[src/design/ukcd_pkg.sv]
// Types, constants and keyword helpers for the keyword command decoder.
package ukcd_pkg;

  // Line buffer depth; one entry stays unused so a full line is LineCap-1 chars
  localparam int unsigned LineCap = 64;
  localparam int unsigned LenW    = $clog2(LineCap);

  typedef logic [LenW-1:0] len_t;
  typedef logic [7:0]      byte_t;
  typedef logic [2:0]      pos_t;    // keyword position, saturates at 7

  localparam byte_t ChrTab   = 8'h09;
  localparam byte_t ChrLf    = 8'h0A;
  localparam byte_t ChrCr    = 8'h0D;
  localparam byte_t ChrSpace = 8'h20;
  localparam byte_t ChrLowA  = 8'h61;
  localparam byte_t ChrLowZ  = 8'h7A;
  localparam byte_t CaseDiff = 8'h20;
  localparam byte_t ChrNone  = 8'hFF;

  typedef enum logic [2:0] {
    EV_STARTED        = 3'd0,
    EV_PAUSED         = 3'd1,
    EV_PAUSE_REJECTED = 3'd2,
    EV_RESUMED        = 3'd3,
    EV_RESUME_IGNORED = 3'd4,
    EV_UNKNOWN        = 3'd5
  } event_e;

  typedef enum logic [1:0] {
    MODE_UNKNOWN = 2'd0,
    MODE_STARTED = 2'd1,
    MODE_PAUSED  = 2'd2,
    MODE_RESUMED = 2'd3
  } mode_e;

  typedef enum logic [1:0] {
    KW_NONE,
    KW_START,
    KW_PAUSE,
    KW_RESUME
  } kw_e;

  typedef struct packed {
    event_e ev;
    mode_e  mode;
  } verdict_t;

  function automatic byte_t upcase(byte_t c);
    return (c >= ChrLowA && c <= ChrLowZ) ? c - CaseDiff : c;
  endfunction

  function automatic logic is_blank(byte_t c);
    return (c == ChrSpace) || (c == ChrTab);
  endfunction

  function automatic logic is_eol(byte_t c);
    return (c == ChrCr) || (c == ChrLf);
  endfunction

  function automatic pos_t kw_len(kw_e kw);
    pos_t n;
    unique case (kw)
      KW_START, KW_PAUSE: n = 3'd5;
      KW_RESUME:          n = 3'd6;
      default:            n = 3'd0;
    endcase
    return n;
  endfunction

  // Upper-case keyword letter at position j
  function automatic byte_t kw_letter(kw_e kw, pos_t j);
    byte_t c;
    c = ChrNone;
    unique case (kw)
      KW_START: begin
        unique case (j)
          3'd0:    c = "S";
          3'd1:    c = "T";
          3'd2:    c = "A";
          3'd3:    c = "R";
          3'd4:    c = "T";
          default: c = ChrNone;
        endcase
      end
      KW_PAUSE: begin
        unique case (j)
          3'd0:    c = "P";
          3'd1:    c = "A";
          3'd2:    c = "U";
          3'd3:    c = "S";
          3'd4:    c = "E";
          default: c = ChrNone;
        endcase
      end
      KW_RESUME: begin
        unique case (j)
          3'd0:    c = "R";
          3'd1:    c = "E";
          3'd2:    c = "S";
          3'd3:    c = "U";
          3'd4:    c = "M";
          3'd5:    c = "E";
          default: c = ChrNone;
        endcase
      end
      default: c = ChrNone;
    endcase
    return c;
  endfunction

  // Character at position j still extends a keyword prefix
  function automatic logic kw_hit(kw_e kw, pos_t j, byte_t c);
    return (j < kw_len(kw)) && (upcase(c) == kw_letter(kw, j));
  endfunction

  // Character j after the first non-blank still fits a trimmed keyword:
  // inside the word it must match, past the word only trailing blanks are allowed
  function automatic logic kw_scan_ok(kw_e kw, pos_t j, byte_t c);
    return (j < kw_len(kw)) ? (upcase(c) == kw_letter(kw, j)) : is_blank(c);
  endfunction

  // Run mode transition for a completed line
  function automatic verdict_t decide(kw_e kw, mode_e mode);
    verdict_t v;
    v.ev   = EV_UNKNOWN;
    v.mode = MODE_UNKNOWN;
    unique case (kw)
      KW_START: begin
        v.ev   = EV_STARTED;
        v.mode = MODE_STARTED;
      end
      KW_PAUSE: begin
        if (mode == MODE_STARTED || mode == MODE_RESUMED) begin
          v.ev   = EV_PAUSED;
          v.mode = MODE_PAUSED;
        end else begin
          v.ev   = EV_PAUSE_REJECTED;
          v.mode = mode;
        end
      end
      KW_RESUME: begin
        if (mode == MODE_PAUSED) begin
          v.ev   = EV_RESUMED;
          v.mode = MODE_RESUMED;
        end else begin
          v.ev   = EV_RESUME_IGNORED;
          v.mode = mode;
        end
      end
      default: begin
        v.ev   = EV_UNKNOWN;
        v.mode = MODE_UNKNOWN;
      end
    endcase
    return v;
  endfunction

endpackage

[src/design/ukcd_if.sv]
// Valid/ready channel interfaces for received bytes and command events.
interface ukcd_byte_if;
  logic       valid;
  logic       ready;
  logic [7:0] rx_byte;

  modport source (output valid, output rx_byte, input ready);
  modport sink   (input valid, input rx_byte, output ready);
endinterface

interface ukcd_evt_if;
  logic       valid;
  logic       ready;
  logic [2:0] event_code;
  logic [1:0] run_mode;
  logic       reporting_enabled;

  modport source (output valid, output event_code, output run_mode,
                  output reporting_enabled, input ready);
  modport sink   (input valid, input event_code, input run_mode,
                  input reporting_enabled, output ready);
endinterface

[src/design/uart_keyword_command_decoder.sv]
// Keyword command decoder: gathers received bytes into lines and drives a run mode.
//
// rx_i takes one received byte per word; evt_o gives one word per completed line
// (event code, run mode after the line, reporting flag). Both are valid/ready.
// Characters are kept in a 64-entry line memory with a registered read port.
// After an ordinary byte the next one can follow unless evt_o stalls. A byte that
// completes START, PAUSE or RESUME early is decided in that same cycle from running
// prefix flags, and the word appears on evt_o the next cycle. A CR or LF that closes
// a non-empty line starts a scan that reads the line memory one entry per cycle
// through its single read port, trimming and matching on the fly.
// rx_i.ready is low during a scan and its evaluation and while a finished word waits on evt_o and
// cannot be replaced in the same cycle; a stalled receiver thus holds the input
// side too, and no word is dropped.
// Reset empties the line, leaves discard mode and sets the mode to unknown.
// The line memory needs no clearing: only entries below the length are read.
module uart_keyword_command_decoder (
  input  logic               clk_i,
  input  logic               rst_ni,
  ukcd_byte_if.sink          rx_i,
  ukcd_evt_if.source         evt_o
);

  typedef enum logic [1:0] {
    S_IDLE,
    S_SCAN,
    S_EVAL
  } state_e;

  state_e                   state_q;
  ukcd_pkg::len_t           len_q;
  logic                     disc_q;
  ukcd_pkg::mode_e          mode_q;
  logic                     pf_start_q, pf_pause_q, pf_resume_q;
  ukcd_pkg::len_t           idx_q;
  logic                     rd_vld_q;
  logic                     seen_q;
  ukcd_pkg::pos_t           cnt_q;
  logic                     sm_start_q, sm_pause_q, sm_resume_q;
  logic                     out_vld_q;
  ukcd_pkg::verdict_t       out_q;

  ukcd_pkg::byte_t          mem_q [ukcd_pkg::LineCap];
  ukcd_pkg::byte_t          rdata_q;

  logic                     out_free;
  logic                     accept;
  ukcd_pkg::byte_t          ch;
  logic                     ch_eol;
  logic                     store_ok;
  ukcd_pkg::len_t           new_len;
  ukcd_pkg::pos_t           pos;
  logic                     pf_start_n, pf_pause_n, pf_resume_n;
  ukcd_pkg::kw_e            early_kw;
  ukcd_pkg::verdict_t       early_v;
  logic                     wr_en;
  logic                     rd_en;
  logic                     scan_take;
  ukcd_pkg::kw_e            scan_kw;
  ukcd_pkg::verdict_t       scan_v;
  logic                     out_set;

  // Handshake
  assign out_free   = !out_vld_q || evt_o.ready;
  assign rx_i.ready = (state_q == S_IDLE) && out_free;
  assign accept     = rx_i.valid && rx_i.ready;
  assign ch         = rx_i.rx_byte;
  assign ch_eol     = ukcd_pkg::is_eol(ch);

  // Store path and running keyword prefix flags
  assign store_ok = len_q < ukcd_pkg::len_t'(ukcd_pkg::LineCap - 1);
  assign new_len  = len_q + ukcd_pkg::len_t'(1);
  assign pos      = (len_q > ukcd_pkg::len_t'(7)) ? 3'd7 : len_q[2:0];

  assign pf_start_n  = pf_start_q  && ukcd_pkg::kw_hit(ukcd_pkg::KW_START,  pos, ch);
  assign pf_pause_n  = pf_pause_q  && ukcd_pkg::kw_hit(ukcd_pkg::KW_PAUSE,  pos, ch);
  assign pf_resume_n = pf_resume_q && ukcd_pkg::kw_hit(ukcd_pkg::KW_RESUME, pos, ch);

  always_comb begin
    early_kw = ukcd_pkg::KW_NONE;
    if (new_len == ukcd_pkg::len_t'(5) && pf_start_n) begin
      early_kw = ukcd_pkg::KW_START;
    end else if (new_len == ukcd_pkg::len_t'(5) && pf_pause_n) begin
      early_kw = ukcd_pkg::KW_PAUSE;
    end else if (new_len == ukcd_pkg::len_t'(6) && pf_resume_n) begin
      early_kw = ukcd_pkg::KW_RESUME;
    end
  end

  assign early_v = ukcd_pkg::decide(early_kw, mode_q);
  assign wr_en   = accept && !ch_eol && !disc_q && store_ok;

  // A new output word comes from an early keyword or from the end of a scan
  assign out_set = (wr_en && early_kw != ukcd_pkg::KW_NONE)
                || (state_q == S_EVAL && out_free);

  // Scan path: trim leading blanks, then match each keyword position by position
  assign rd_en     = (state_q == S_SCAN) && (idx_q != len_q);
  assign scan_take = rd_vld_q && (seen_q || !ukcd_pkg::is_blank(rdata_q));

  always_comb begin
    scan_kw = ukcd_pkg::KW_NONE;
    if (sm_start_q && cnt_q >= ukcd_pkg::kw_len(ukcd_pkg::KW_START)) begin
      scan_kw = ukcd_pkg::KW_START;
    end else if (sm_pause_q && cnt_q >= ukcd_pkg::kw_len(ukcd_pkg::KW_PAUSE)) begin
      scan_kw = ukcd_pkg::KW_PAUSE;
    end else if (sm_resume_q && cnt_q >= ukcd_pkg::kw_len(ukcd_pkg::KW_RESUME)) begin
      scan_kw = ukcd_pkg::KW_RESUME;
    end
  end

  assign scan_v = ukcd_pkg::decide(scan_kw, mode_q);

  // Line memory: one write port, one registered read port
  always_ff @(posedge clk_i) begin
    if (wr_en) begin
      mem_q[len_q] <= ch;
    end
    if (rd_en) begin
      rdata_q <= mem_q[idx_q];
    end
  end

  // Control state and output register
  always_ff @(posedge clk_i or negedge rst_ni) begin
    if (!rst_ni) begin
      state_q     <= S_IDLE;
      len_q       <= '0;
      disc_q      <= 1'b0;
      mode_q      <= ukcd_pkg::MODE_UNKNOWN;
      pf_start_q  <= 1'b1;
      pf_pause_q  <= 1'b1;
      pf_resume_q <= 1'b1;
      idx_q       <= '0;
      rd_vld_q    <= 1'b0;
      seen_q      <= 1'b0;
      cnt_q       <= '0;
      sm_start_q  <= 1'b1;
      sm_pause_q  <= 1'b1;
      sm_resume_q <= 1'b1;
      out_vld_q   <= 1'b0;
      out_q       <= '{ev: ukcd_pkg::EV_UNKNOWN, mode: ukcd_pkg::MODE_UNKNOWN};
    end else begin
      if (out_set) begin
        out_vld_q <= 1'b1;
      end else if (evt_o.ready) begin
        out_vld_q <= 1'b0;
      end
      unique case (state_q)
        S_IDLE: begin
          if (accept) begin
            if (ch_eol) begin
              if (disc_q) begin
                disc_q      <= 1'b0;
                len_q       <= '0;
                pf_start_q  <= 1'b1;
                pf_pause_q  <= 1'b1;
                pf_resume_q <= 1'b1;
              end else if (len_q != '0) begin
                state_q     <= S_SCAN;
                idx_q       <= '0;
                rd_vld_q    <= 1'b0;
                seen_q      <= 1'b0;
                cnt_q       <= '0;
                sm_start_q  <= 1'b1;
                sm_pause_q  <= 1'b1;
                sm_resume_q <= 1'b1;
              end
            end else if (!disc_q) begin
              if (store_ok) begin
                if (early_kw != ukcd_pkg::KW_NONE) begin
                  // buffer is exactly a keyword: complete without a line end
                  out_q       <= early_v;
                  mode_q      <= early_v.mode;
                  len_q       <= '0;
                  pf_start_q  <= 1'b1;
                  pf_pause_q  <= 1'b1;
                  pf_resume_q <= 1'b1;
                end else begin
                  len_q       <= new_len;
                  pf_start_q  <= pf_start_n;
                  pf_pause_q  <= pf_pause_n;
                  pf_resume_q <= pf_resume_n;
                end
              end else begin
                // overlong line: drop it up to the next line end
                disc_q      <= 1'b1;
                len_q       <= '0;
                pf_start_q  <= 1'b1;
                pf_pause_q  <= 1'b1;
                pf_resume_q <= 1'b1;
              end
            end
          end
        end
        S_SCAN: begin
          rd_vld_q <= rd_en;
          if (rd_en) begin
            idx_q <= idx_q + ukcd_pkg::len_t'(1);
          end
          if (scan_take) begin
            seen_q      <= 1'b1;
            cnt_q       <= (cnt_q == 3'd7) ? cnt_q : cnt_q + 3'd1;
            sm_start_q  <= sm_start_q &&
                           ukcd_pkg::kw_scan_ok(ukcd_pkg::KW_START, cnt_q, rdata_q);
            sm_pause_q  <= sm_pause_q &&
                           ukcd_pkg::kw_scan_ok(ukcd_pkg::KW_PAUSE, cnt_q, rdata_q);
            sm_resume_q <= sm_resume_q &&
                           ukcd_pkg::kw_scan_ok(ukcd_pkg::KW_RESUME, cnt_q, rdata_q);
          end
          if (!rd_en && !rd_vld_q) begin
            state_q <= S_EVAL;
          end
        end
        S_EVAL: begin
          if (out_free) begin
            out_q       <= scan_v;
            mode_q      <= scan_v.mode;
            len_q       <= '0;
            pf_start_q  <= 1'b1;
            pf_pause_q  <= 1'b1;
            pf_resume_q <= 1'b1;
            state_q     <= S_IDLE;
          end
        end
        default: begin
          state_q <= S_IDLE;
        end
      endcase
    end
  end

  // Output word
  assign evt_o.valid             = out_vld_q;
  assign evt_o.event_code        = 3'(out_q.ev);
  assign evt_o.run_mode          = 2'(out_q.mode);
  assign evt_o.reporting_enabled = (out_q.mode != ukcd_pkg::MODE_PAUSED);

endmodule

[src/flat_wrapper.sv]
// flat-port wrapper written by rule: the top's interface ports become plain ports
module uart_keyword_command_decoder_flat 
  (clk_i, rst_ni, rx_i_valid, rx_i_rx_byte, rx_i_ready, evt_o_valid, evt_o_event_code, evt_o_run_mode, evt_o_reporting_enabled, evt_o_ready);
  ukcd_byte_if rx_i_i ();
  ukcd_evt_if evt_o_i ();
  input  logic clk_i;
  input  logic rst_ni;
  input wire logic [$bits(rx_i_i.valid)-1:0] rx_i_valid;
  input wire logic [$bits(rx_i_i.rx_byte)-1:0] rx_i_rx_byte;
  output wire logic [$bits(rx_i_i.ready)-1:0] rx_i_ready;
  output wire logic [$bits(evt_o_i.valid)-1:0] evt_o_valid;
  output wire logic [$bits(evt_o_i.event_code)-1:0] evt_o_event_code;
  output wire logic [$bits(evt_o_i.run_mode)-1:0] evt_o_run_mode;
  output wire logic [$bits(evt_o_i.reporting_enabled)-1:0] evt_o_reporting_enabled;
  input wire logic [$bits(evt_o_i.ready)-1:0] evt_o_ready;
  assign rx_i_i.valid = rx_i_valid;
  assign rx_i_i.rx_byte = rx_i_rx_byte;
  assign rx_i_ready = rx_i_i.ready;
  assign evt_o_valid = evt_o_i.valid;
  assign evt_o_event_code = evt_o_i.event_code;
  assign evt_o_run_mode = evt_o_i.run_mode;
  assign evt_o_reporting_enabled = evt_o_i.reporting_enabled;
  assign evt_o_i.ready = evt_o_ready;
  uart_keyword_command_decoder u_core (.clk_i(clk_i), .rst_ni(rst_ni), .rx_i(rx_i_i), .evt_o(evt_o_i));
endmodule
[config.mk]
export PLATFORM = sky130hd
export DESIGN_NAME = uart_keyword_command_decoder_flat
export DESIGN_NICKNAME = d
export VERILOG_FILES = /design/src/design/ukcd_pkg.sv /design/src/design/ukcd_if.sv /design/src/design/uart_keyword_command_decoder.sv /design/src/flat_wrapper.sv
export SDC_FILE = /design/constraint.sdc
export NUM_CORES = 1
export LEC_CHECK = 0
export BUFFER_PORTS_ARGS = -buffer_cell sky130_fd_sc_hd__buf_2
export CAP_MARGIN = 20
export CORE_MARGIN = 2
export CORE_UTILIZATION = 45
export CTS_BUF_LIST = sky130_fd_sc_hd__clkbuf_16
export CTS_CLUSTER_SIZE = 20
export DETAILED_ROUTE_END_ITERATION = 10
export HOLD_SLACK_MARGIN = 0.12
export PLACE_DENSITY = 0.7
export SYNTH_ARGS = -nofsm -noshare
export SYNTH_HDL_FRONTEND = slang
export SYNTH_SLANG_ARGS = --single-unit
[constraint.sdc]
create_clock -name clk_i -period 3.3 [get_ports clk_i]
set_clock_uncertainty 0.2 [all_clocks]
set_input_delay 0.495 -clock clk_i [delete_from_list [all_inputs] [get_ports clk_i]]
set_output_delay 0.495 -clock clk_i [all_outputs]
set_load 0.1 [all_outputs]
==> summary.txt <==
CTS
  – CTS Root Cell: clkbuf_16
  – Total CTS buffers: 54
  – Post-CTS setup buffers: 0
  – Clk slew on worst S/H paths: roughly 0.07 ns
  – Clk buf depth: 3
  – CTS tree: built
  – Clock latency on the worst-skew pair: ~0.61 ns
  – Num Clock Sinks: 552
  – Htree depth: 2

Synth
  – Post-synthesis compound-gate area fraction: 0.0360
  – Simple-Gate Fraction of Synth Area: 0.0514
  – Commonest cells post-synth: edfxtp_1 (520), mux4_2 (168), nor2_1 (83)
  – YS warnings: 0
  – Largest family of logic cells by synthesized area: multiplexers
  – Multiplexer share of the synthesized area: 0.168
  – Synth area leaders: edfxtp_1 (68%), mux4_2 (16%), dfrtp_1 (2.6%)
  – Syn Area/Cell: between 15 and 20 um2
  – Synth cell types: 72
  – Post-Synth Adder-Cell Area: 0.00708
  – Mapped Cells: 1198
  – Flops & latches, synth: about 550
  – Syn nets: ~1200
  – Yosys top cell by area: edfxtp_1
  – Async S/R FF share, synth: 0.0580
  – EDFF count, synth: 520
  – Top_reg_cell synth: edfxtp_1
  – Post-Synth XOR/XNOR Area: 0.00687
  – Most common cell in the synthesized netlist: edfxtp_1
  – Sequential share of the synthesized area: 0.715
  – Cell Area, Synth: ~0.023 mm2
  – Yosys top cell area share: 0.680

Floorplanning
  – Initial Util: 0.457
  – Die ar.: roughly 0.053 mm2
  – DIE WIDTH: around 230 um
  – # rows: 82
  – DIE HEIGHT: 230 um
  – I/O pins: 20
  – Total core area: slightly above 0.05 mm2

Detailed routing
  – Total Wirelength: 52200 um
  – Residual DRC: 0
  – First-iteration detailed-routing DRC count: ~1400
  – Vias: 12000
  – Drt pass-1 iters: 5
  – Drt via density: roughly 6
  – WL/cell: 25.8 um
  – Antenna Violating Nets Remaining: 0

STA
  – Hold Vio Cnt, Final: 0
  – RSZ-0062 raised after global routing: false
  – Fin Setup TNS: 0 ns
  – Min cycle time layout: between 3 and 4 ns
  – Slew HR: 0.415
  – Peak Freq: about 310 MHz
  – Final Slew Violations: 0
  – Worst slew pin tran: 0.874 ns
  – Final period util: 0.967
  – Final Setup Violations: 0
  – Setup WS post-layout: between 0.1 and 0.15 ns

Finish
  – # diodes: 0
  – Area delta synth->final: 15.1%
  – Post-Layout Cell Count: 2019
  – Fin util: 0.526
  – Layout cell share with drive strength beyond 1: 0.313
  – Layout Nets: 1326

Setup path
  – Startpoint types: register
  – Critical Path Sink Type: register
  – Crit path kind: register to register
  – Slowest cell on the critical path: or4_1
  – Crit-path cells: or4_1 > o21a_1 > o21ai_0 > nor4_4 > a211oi_2 > o22ai_4 > mux2_1
  – CP max FO: 6
  – CP peak stage delay: 0.67 ns
  – Worst EP required: approximately 3.6 ns
  – Arr. time, crit path: roughly 3.5 ns

Global routing
  – GRT Overall Usage: 0.202
  – Antenna violations before repair: 3
  – Final global-route overflow total: 0
  – Largest net degree at the start of global routing: 71
  – Vias in the first global route: 11900
  – First-pass GRT wire length: ~79000 um

Flow run
  – MaxCap Viol Count: 0

Placed design
  – IO Port Bufs: 19
  – Post-place setup slack: -0.307 ns
  – DP Cell Count: between 1500 and 2000
  – DP HPWL: between 30000 and 40000 um
  – Routability Congestion: approximately 0.94

Power
  – Max IR drop VDD: roughly 520 uV
  – Power Dens Cells: roughly 800 mW/mm2
  – Overall Power: just over 20 mW
  – Pleak: between 8 and 9 nW

Run status
  – Status: finished clean

Hold path
  – Hold WC Path Type: input pin to register
## what timing repair did
action | CTS | global route
gates resized for setup | 8 | 19
pin swaps | 0 | 0
endpoints found under the hold margin | 24 | 0
cloned | 0 | 0
setup endpoints to repair | 95 | 368
hold buffers | 1 | 0
## layout by cell type (no fill, tap or decap), drive strengths merged, types with 4 or more instances in the layout
cell / count
bufinv: 5
inv: 27
clkinv: 27
nand3b: 4
and2: 5
nor2b: 13
clkbuf: 55
edfxtp: 520
nand3: 16
a22o: 6
buf: 117
xnor2: 8
o22ai: 5
a31oi: 9
or3: 11
clkinvlp: 5
and3: 4
dfstp: 8
ha: 13
dfrtp: 24
nor2: 83
nand2: 40
nor3b: 6
nor4: 7
o21ai: 36
nor3: 16
nand2b: 9
o31ai: 8
xor2: 10
mux2: 5
a21oi: 18
mux4: 168
## through the flow
step	cell area [um2]	hold slack [ns]
floorplan	23000	-0.000591
global placement	24600	0.275
detailed placement	24600	0.285
CTS	26400	0.188
global route	26400	0.213
finish	26400	0.215
## critical path, delay by kind of cell (launching register included)
family / cells / cell delay (ns)
AND/OR/NAND/NOR: 2 / 0.77
flip-flops: 1 / 0.43
multiplexers: 1 / 0.33
AO/OA/AOI/OAI: 4 / 1.34
## layout make-up
| cell class | instances | area, um2 |
|---|---|---|
| Fill cell | 3971 | 23800 |
| Sequential cell | 552 | 16400 |
| Clock inverter | 47 | 377 |
| Tap cell | 672 | 841 |
| Inverter | 17 | 63.8 |
| Timing Repair Buffer | 118 | 1070 |
| Clock buffer | 55 | 1380 |
| Multi-Input combinational cell | 558 | 6270 |
## where the power goes
part / total, mW / internal [mW] / leakage (nW) / switching, mW
Combinational: 6.20 / 2.84 / 2.50 / 3.35
Clock: 6.02 / 3.42 / 0.882 / 2.59
Sequential: 8.37 / 8.06 / 5.07 / 0.307
Total: 20.6 / 14.3 / 8.46 / 6.25
## worst paths after layout
check                                   from                       end  slack, ns  cells after the start
min                          rx_i_rx_byte[3]       u_core.mem_q[50][3]       0.21                      2
min reg2reg                u_core.sm_pause_q         u_core.sm_pause_q       0.29                      2
max reg2reg                  u_core.len_q[2]  u_core.evt_o.run_mode[0]       0.11                      7
max                          u_core.len_q[2]  u_core.evt_o.run_mode[0]       0.11                      7
min in group asynchronous             rst_ni           u_core.cnt_q[2]       0.32                      2
max in group asynchronous             rst_ni           u_core.idx_q[1]       1.95                      2
## flip-flops by register name, summed over array words and instances, names as in the netlist, 2 cells and up
name                     cells
u_core.idx_q                 6
u_core.rdata_q               8
u_core.mem_q               512
u_core.len_q                 6
u_core.evt_o.event_code      3
u_core.state_q               2
u_core.cnt_q                 3
## logic make-up (layout without fill, tap and decap cells)
kind of cell / after synthesis / in the layout
and+or+nand+nor: 231 / 231
DFF: 552 / 552
muxes: 175 / 175
xor gates and xnor gates: 18 / 18
buffers and inverters: 88 / 237
adders and majority gates: 13 / 13
AOI/OAI and AO/OA: 121 / 121
## layer usage
layer  vias up  global-route usage  wire length (um)
met3       100              0.0476              4560
met2       561               0.305             24100
met5         -                   0                13
li1       5134                   -                 -
met1      6202               0.289             21800
met4         2              0.0766              1700
Power figures use the tool's default switching activity.
